--- src/rtl/bdq_pkg.sv ---
// Shared opcodes, status codes and cell control type for the bounded deque.
package bdq_pkg;

   localparam logic [2:0] OP_PUSH_FRONT = 3'd0;
   localparam logic [2:0] OP_PUSH_BACK  = 3'd1;
   localparam logic [2:0] OP_POP_FRONT  = 3'd2;
   localparam logic [2:0] OP_POP_BACK   = 3'd3;
   localparam logic [2:0] OP_PEEK_FRONT = 3'd4;
   localparam logic [2:0] OP_PEEK_BACK  = 3'd5;
   localparam logic [2:0] OP_CLEAR      = 3'd6;

   localparam logic [1:0] ST_OK    = 2'd0;
   localparam logic [1:0] ST_EMPTY = 2'd1;
   localparam logic [1:0] ST_FULL  = 2'd2;

   // a: front-aligned copy (cell 0 holds the front)
   // b: back-aligned copy  (cell 0 holds the back)
   typedef struct packed {
      logic a_shift_up;
      logic a_shift_down;
      logic a_write;
      logic b_shift_up;
      logic b_shift_down;
      logic b_write;
   } cell_ctrl_type;

endpackage

--- src/rtl/bdq_cell.sv ---
// One deque cell: a word of the front-aligned copy and a word of the back-aligned copy.
module bdq_cell #(
   parameter int WORD_BITS = 32,
   parameter int COUNT_BITS = 5,
   parameter int INDEX = 0
) (
   input  logic                          clock,
   input  bdq_pkg::cell_ctrl_type        ctrl,
   input  logic [COUNT_BITS-1:0]         count,
   input  logic [WORD_BITS-1:0]          wdata,
   input  logic [WORD_BITS-1:0]          a_lower,
   input  logic [WORD_BITS-1:0]          a_upper,
   input  logic [WORD_BITS-1:0]          b_lower,
   input  logic [WORD_BITS-1:0]          b_upper,
   output logic [WORD_BITS-1:0]          a_word,
   output logic [WORD_BITS-1:0]          b_word
);

   localparam logic [COUNT_BITS-1:0] SLOT = COUNT_BITS'(INDEX);

   logic [WORD_BITS-1:0] a_ff, a_in;
   logic [WORD_BITS-1:0] b_ff, b_in;
   logic                 at_count;

   assign at_count = (count == SLOT);

   always_comb begin
      a_in = a_ff;
      if (ctrl.a_shift_up) begin
         a_in = a_lower;
      end else if (ctrl.a_shift_down) begin
         a_in = a_upper;
      end else if (ctrl.a_write && at_count) begin
         a_in = wdata;
      end
   end

   always_comb begin
      b_in = b_ff;
      if (ctrl.b_shift_up) begin
         b_in = b_lower;
      end else if (ctrl.b_shift_down) begin
         b_in = b_upper;
      end else if (ctrl.b_write && at_count) begin
         b_in = wdata;
      end
   end

   always_ff @(posedge clock) begin
      a_ff <= a_in;
      b_ff <= b_in;
   end

   assign a_word = a_ff;
   assign b_word = b_ff;

endmodule

--- src/rtl/bounded_deque.sv ---
// Bounded double-ended queue built as a row of shifting cells.
//
//   channel | direction | handshake           | payload
//   req     | in        | req_valid/req_ready | req_opcode, req_push_value
//   rsp     | out       | rsp_valid/rsp_ready | rsp_read_value, rsp_status, rsp_entry_count
//
// One transaction per cycle when not stalled: every operation completes in the cycle it
// is taken, the cells shift or load in place and the result lands in the output register.
// req_ready is high whenever the output register is empty or being drained.
// Reset (synchronous) clears the count and the output valid; cell contents are kept.
// A stalled rsp holds its result and blocks further requests until taken.
module bounded_deque #(
   parameter int DEPTH = 16,
   parameter int WORD_BITS = 32
) (
   input  logic               clock,
   input  logic               reset,
   input  logic               req_valid,
   output logic               req_ready,
   input  logic [2:0]         req_opcode,
   input  logic signed [31:0] req_push_value,
   output logic               rsp_valid,
   input  logic               rsp_ready,
   output logic signed [31:0] rsp_read_value,
   output logic [1:0]         rsp_status,
   output logic [4:0]         rsp_entry_count
);

   localparam int COUNT_BITS = $clog2(DEPTH + 1);
   localparam logic [COUNT_BITS-1:0] FULL_COUNT = COUNT_BITS'(DEPTH);
   localparam logic [COUNT_BITS-1:0] ONE = COUNT_BITS'(1);

   logic [COUNT_BITS-1:0]  count_ff, count_in, count_next;
   logic                   rsp_valid_ff, rsp_valid_in;
   logic signed [31:0]     rsp_read_value_ff;
   logic [1:0]             rsp_status_ff, status_next;
   logic [4:0]             rsp_entry_count_ff;
   logic [31:0]            count_wide;

   logic                   fire;
   logic                   full;
   logic                   empty;
   logic [WORD_BITS-1:0]   push_word;
   logic [WORD_BITS-1:0]   read_word;
   logic [31:0]            read_out;
   bdq_pkg::cell_ctrl_type ctrl_next, ctrl;

   logic [WORD_BITS-1:0]   a_word [DEPTH];
   logic [WORD_BITS-1:0]   b_word [DEPTH];

   assign req_ready = !rsp_valid_ff || rsp_ready;
   assign fire      = req_valid && req_ready;
   assign full      = (count_ff == FULL_COUNT);
   assign empty     = (count_ff == '0);
   assign push_word = WORD_BITS'($unsigned(req_push_value));

   always_comb begin
      ctrl_next  = '0;
      read_word  = '0;
      status_next = bdq_pkg::ST_OK;
      count_next = count_ff;
      unique case (req_opcode)
         bdq_pkg::OP_PUSH_FRONT: begin
            if (full) begin
               status_next = bdq_pkg::ST_FULL;
            end else begin
               ctrl_next.a_shift_up = 1'b1;
               ctrl_next.b_write    = 1'b1;
               count_next           = count_ff + ONE;
            end
         end
         bdq_pkg::OP_PUSH_BACK: begin
            if (full) begin
               status_next = bdq_pkg::ST_FULL;
            end else begin
               ctrl_next.b_shift_up = 1'b1;
               ctrl_next.a_write    = 1'b1;
               count_next           = count_ff + ONE;
            end
         end
         bdq_pkg::OP_POP_FRONT: begin
            if (empty) begin
               status_next = bdq_pkg::ST_EMPTY;
            end else begin
               read_word              = a_word[0];
               ctrl_next.a_shift_down = 1'b1;
               count_next             = count_ff - ONE;
            end
         end
         bdq_pkg::OP_POP_BACK: begin
            if (empty) begin
               status_next = bdq_pkg::ST_EMPTY;
            end else begin
               read_word              = b_word[0];
               ctrl_next.b_shift_down = 1'b1;
               count_next             = count_ff - ONE;
            end
         end
         bdq_pkg::OP_PEEK_FRONT: begin
            if (empty) begin
               status_next = bdq_pkg::ST_EMPTY;
            end else begin
               read_word = a_word[0];
            end
         end
         bdq_pkg::OP_PEEK_BACK: begin
            if (empty) begin
               status_next = bdq_pkg::ST_EMPTY;
            end else begin
               read_word = b_word[0];
            end
         end
         bdq_pkg::OP_CLEAR: begin
            count_next = '0;
         end
         default: begin
         end
      endcase
   end

   assign ctrl = fire ? ctrl_next : '0;

   generate
      if (WORD_BITS < 32) begin : g_sext
         assign read_out = {{(32 - WORD_BITS){read_word[WORD_BITS-1]}}, read_word};
      end else begin : g_trunc
         assign read_out = read_word[31:0];
      end
   endgenerate

   genvar gi;
   generate
      for (gi = 0; gi < DEPTH; gi++) begin : g_cell
         logic [WORD_BITS-1:0] a_lower, a_upper, b_lower, b_upper;
         if (gi == 0) begin : g_first
            assign a_lower = push_word;
            assign b_lower = push_word;
         end else begin : g_mid
            assign a_lower = a_word[gi-1];
            assign b_lower = b_word[gi-1];
         end
         if (gi == DEPTH - 1) begin : g_last
            assign a_upper = a_word[gi];
            assign b_upper = b_word[gi];
         end else begin : g_inner
            assign a_upper = a_word[gi+1];
            assign b_upper = b_word[gi+1];
         end
         bdq_cell #(
            .WORD_BITS (WORD_BITS),
            .COUNT_BITS(COUNT_BITS),
            .INDEX     (gi)
         ) u_cell (
            .clock  (clock),
            .ctrl   (ctrl),
            .count  (count_ff),
            .wdata  (push_word),
            .a_lower(a_lower),
            .a_upper(a_upper),
            .b_lower(b_lower),
            .b_upper(b_upper),
            .a_word (a_word[gi]),
            .b_word (b_word[gi])
         );
      end
   endgenerate

   assign count_in     = fire ? count_next : count_ff;
   assign rsp_valid_in = fire || (rsp_valid_ff && !rsp_ready);
   assign count_wide   = 32'(count_next);

   always_ff @(posedge clock) begin
      if (reset) begin
         count_ff     <= '0;
         rsp_valid_ff <= 1'b0;
      end else begin
         count_ff     <= count_in;
         rsp_valid_ff <= rsp_valid_in;
      end
   end

   always_ff @(posedge clock) begin
      if (fire) begin
         rsp_read_value_ff  <= read_out;
         rsp_status_ff      <= status_next;
         rsp_entry_count_ff <= count_wide[4:0];
      end
   end

   assign rsp_valid       = rsp_valid_ff;
   assign rsp_read_value  = rsp_read_value_ff;
   assign rsp_status      = rsp_status_ff;
   assign rsp_entry_count = rsp_entry_count_ff;

   a_count_bound: assert property (@(posedge clock) disable iff (reset)
      count_ff <= FULL_COUNT)
      else $error("entry count beyond depth");

   a_full_drop: assert property (@(posedge clock) disable iff (reset)
      fire && full && (req_opcode == bdq_pkg::OP_PUSH_FRONT ||
                       req_opcode == bdq_pkg::OP_PUSH_BACK)
      |=> count_ff == $past(count_ff) && rsp_status == bdq_pkg::ST_FULL)
      else $error("push on full deque changed the count");

   a_clear: assert property (@(posedge clock) disable iff (reset)
      fire && req_opcode == bdq_pkg::OP_CLEAR |=> count_ff == '0)
      else $error("clear left entries behind");

   a_empty_zero: assert property (@(posedge clock) disable iff (reset)
      rsp_valid && rsp_status == bdq_pkg::ST_EMPTY |-> rsp_read_value == '0)
      else $error("empty read returned data");

   a_ready_stall: assert property (@(posedge clock) disable iff (reset)
      rsp_valid && !rsp_ready |-> !req_ready)
      else $error("transaction taken while result stalled");

endmodule
--- config.mk ---
export PLATFORM = sky130hd
export DESIGN_NAME = bounded_deque
export DESIGN_NICKNAME = d
export VERILOG_FILES = /design/src/rtl/bdq_pkg.sv /design/src/rtl/bdq_cell.sv /design/src/rtl/bounded_deque.sv
export SDC_FILE = /design/constraint.sdc
export NUM_CORES = 2
export LEC_CHECK = 0
export ABC_AREA = 1
export BUFFER_PORTS_ARGS = -buffer_cell sky130_fd_sc_hd__buf_2
export CAP_MARGIN = 15
export CORE_MARGIN = 1
export CORE_UTILIZATION = 35
export CTS_CLUSTER_DIAMETER = 50
export CTS_CLUSTER_SIZE = 40
export DETAILED_ROUTE_END_ITERATION = 7
export PLACE_DENSITY = 0.57
export RECOVER_POWER = 50
export SETUP_SLACK_MARGIN = 0.15
export SYNTH_ARGS = -nofsm -noshare
export SYNTH_HDL_FRONTEND = slang
export SYNTH_SLANG_ARGS = --single-unit
export TNS_END_PERCENT = 100
--- constraint.sdc ---
create_clock -name clock -period 4.96 [get_ports clock]
set_clock_uncertainty 0.2 [all_clocks]
set_input_delay 0.248 -clock clock [delete_from_list [all_inputs] [get_ports clock]]
set_output_delay 0.248 -clock clock [all_outputs]
set_load 0.02 [all_outputs]
==> results.sh <==
export IMPL_final_cells=6579
export IMPL_hold_viol=0
export IMPL_clock_sinks=1069
export IMPL_die_area_mm2=0.139
export IMPL_ant_nets=0
export IMPL_layout_common_cells="nand2_1, edfxtp_1, nand3_1"
export IMPL_worstPathRequired_ns=5.12
export IMPL_ys_types=28
export IMPL_fp_dieW_um=373
export IMPL_first_global_vias=32700
export IMPL_dp_cells=6325
export IMPL_end_kind="register"
export IMPL_dr_first_iter_drc_count=4358
export IMPL_antenna_found_initial=4
export IMPL_hold_path_class="input pin to register"
export IMPL_port_buffers=79
export IMPL_hpwlAfterDp_mm=83.3
export IMPL_whs_ns=0.217
export IMPL_core_mm2=0.136
export IMPL_crit_fanout=8
export IMPL_synth_top_cells_by_area="edfxtp_1, nand2_1, nand3_1, buf_2, o211ai_1"
export IMPL_yosysTopAreaCellShare_pct=66.4
export IMPL_maxSlewViolCount=321
export IMPL_clock_path_buffers=3
export IMPL_violations="max-capacitance violations, max-slew violations"
export IMPL_die_h_um=373
export IMPL_rrSetupSlack_ns=0.66
export IMPL_layout_nets=4745
export IMPL_worstMarginPinSlew_ns=1.93
export IMPL_wirelength_met1_mm=61.2
export IMPL_overflow=0
export IMPL_fin_crit_ns=4.30
export IMPL_drc_errors=0
export IMPL_maxSlewHeadroom_pct=-29.4
export IMPL_routed_top_layer="met5"
export IMPL_worstSetupStartpointType="register"
export IMPL_maxCapViolations=18
export IMPL_clk_pin_slew_ns=0.07
export IMPL_wl_met2_mm=61.7
export IMPL_status="finished with violations"
export IMPL_route_met3_wl_mm=11.2
export IMPL_timing_fmax_mhz=233
export IMPL_h_tree_depth=3
export IMPL_mostFrequentLayoutCell="nand2_1"
export IMPL_setup_viol=0
export IMPL_drive_gt1_share_pct=7.40
export IMPL_grt_max_degree=186
export IMPL_synth_area_leader_cell="edfxtp_1"
export IMPL_area_growth_pct=12.9
export IMPL_vias_per_cell=5.34
export IMPL_fin_tns_setup_ns=0
export IMPL_firstDrtPassIters=6
export IMPL_place_congestion=0.830
export IMPL_seq_area_frac_synth_pct=66.7
export IMPL_via_count=35100
export IMPL_avgSynthCellArea_um2=10.2
export IMPL_p_per_area_mw_per_mm2=392
export IMPL_grt_use_total_pct=19.5
export IMPL_initial_utilization_pct=35.4
export IMPL_cts_tree="yes"
export IMPL_critPathArrivalTime_ns=4.46
export IMPL_drt_wl_total_mm=138
export IMPL_min_period_over_period_pct=86.6
export IMPL_critPathKind="register to register"
export IMPL_vdd_drop_max_mv=0.298
export IMPL_rsz0062_at_grt="false"
export IMPL_io_pins=80
export IMPL_final_core_util_pct=40.0
export IMPL_rows=135
export IMPL_syn_nets=4756
export IMPL_syn_cell_area_mm2=0.0481
export IMPL_post_cts_resize_count=0
export IMPL_leakage_nw=18.6
export IMPL_syn_inst=4711
export IMPL_ys_warn_count=0
export IMPL_clkLatencyLatePin_ns=0.76
export IMPL_cts_root_buffer="clkbuf_16"
export IMPL_cts_buffers_inserted=112
export IMPL_ys_ff_latch=1069
export IMPL_n_antenna_cell=0
export IMPL_grt_pass1_wl_mm=206
export IMPL_detail_route_wl_per_cell_um=21.0
export IMPL_total_power_mw=21.3
==> power breakdown <==
group / internal [mW] / switching (mW) / leakage (nW)
Combinational: 0.389 / 1.16 / 6.83
Sequential: 10.4 / 0.170 / 9.78
Clock: 5.10 / 4.05 / 1.94
Total: 15.9 / 5.39 / 18.6
==> cells by family (layout without fill, tap and decap cells) <==
kind of cell | after synthesis | count (layout) | synth area share (%)
adder cells (fa/ha/maj) | 6 | 6 | 0.156
AND/OR/NAND/NOR | 2992 | 2992 | 26.0
buffers and inverters | 429 | 516 | 4.28
flip-flops | 1069 | 1069 | 66.7
XOR/XNOR | 2 | 2 | 0.0365
AO/OA/AOI/OAI | 213 | 213 | 2.86
==> Yosys cell counts <==
cell type,n
nor2_1,16
a21oi_1,5
o21ai_0,93
nand4_1,3
nor2_2,1
o32ai_1,24
clkbuf_1,107
nand3_1,832
buf_6,17
ha_1,6
xor2_1,2
inv_1,107
buf_2,147
nand2_2,12
clkinv_2,1
inv_2,5
buf_1,10
o22ai_1,8
nand2_4,21
o211ai_1,82
nand4_2,1
dfxtp_1,6
edfxtp_1,1063
nand2_1,2104
nor2_4,1
buf_4,35
nand3_2,1
a21oi_2,1
==> critical path: stages (launching register included) <==
cell,delay (ns)
dfxtp_1,0.45
inv_1,0.16
ha_1,0.26
nand2_1,0.09
clkinv_2,0.09
nand2_4,0.12
nand4_4,0.16
clkbuf_1,0.36
o21ai_0,1.41
clkbuf_1,0.59
==> flip-flops by register name (all words and copies together), names as in the netlist <==
signal,count
rsp_read_value,32
rsp_status,2
g_cell.u_cell.a_word,512
rsp_entry_count,5
count_ff,5
g_cell.u_cell.b_word,512
rsp_valid,1
==> routing by layer <==
layer  up-vias  track usage [%]
li1      16200                -
met1     17300             28.3
met2      1416             29.8
met3       207             3.40
met4         2             5.58
met5         -                0
==> per-stage QoR <==
stage / area (um2) / worst slack [ns]
after detailed placement: 50200 / 1.03
after global routing: 54300 / 0.562
after floorplan: 48100 / -0.159
after CTS: 54600 / 1.02
final: 54300 / 0.663
after global placement: 50100 / 1.07
==> what timing repair did <==
item	in CTS	in global routing
endpoints found under the hold margin	278	0
setup buffers	0	0
hold buffers	41	0
==> final timing paths <==
check | end | cells past startpoint | startpoint
setup reg to reg | g_cell[15].u_cell.b_word[8] | 9 | count_ff[0]
hold / removal | g_cell[15].u_cell.a_word[22] | 6 | req_opcode[0]
setup / recovery | g_cell[15].u_cell.b_word[8] | 9 | count_ff[0]
hold reg to reg | g_cell[14].u_cell.a_word[15] | 2 | g_cell[15].u_cell.a_word[15]
==> layout make-up <==
| type | instances | area [um2] |
|---|---|---|
| inverter | 113 | 457 |
| clock buffer | 122 | 2880 |
| fill | 13300 | 81500 |
| sequential | 1069 | 32000 |
| tap | 1781 | 2230 |
| timing repair buffer | 191 | 1420 |
| clock inverter | 90 | 1130 |
| multi-input combinational | 3213 | 14100 |
Note: power is estimated with default switching activity, not from simulation.
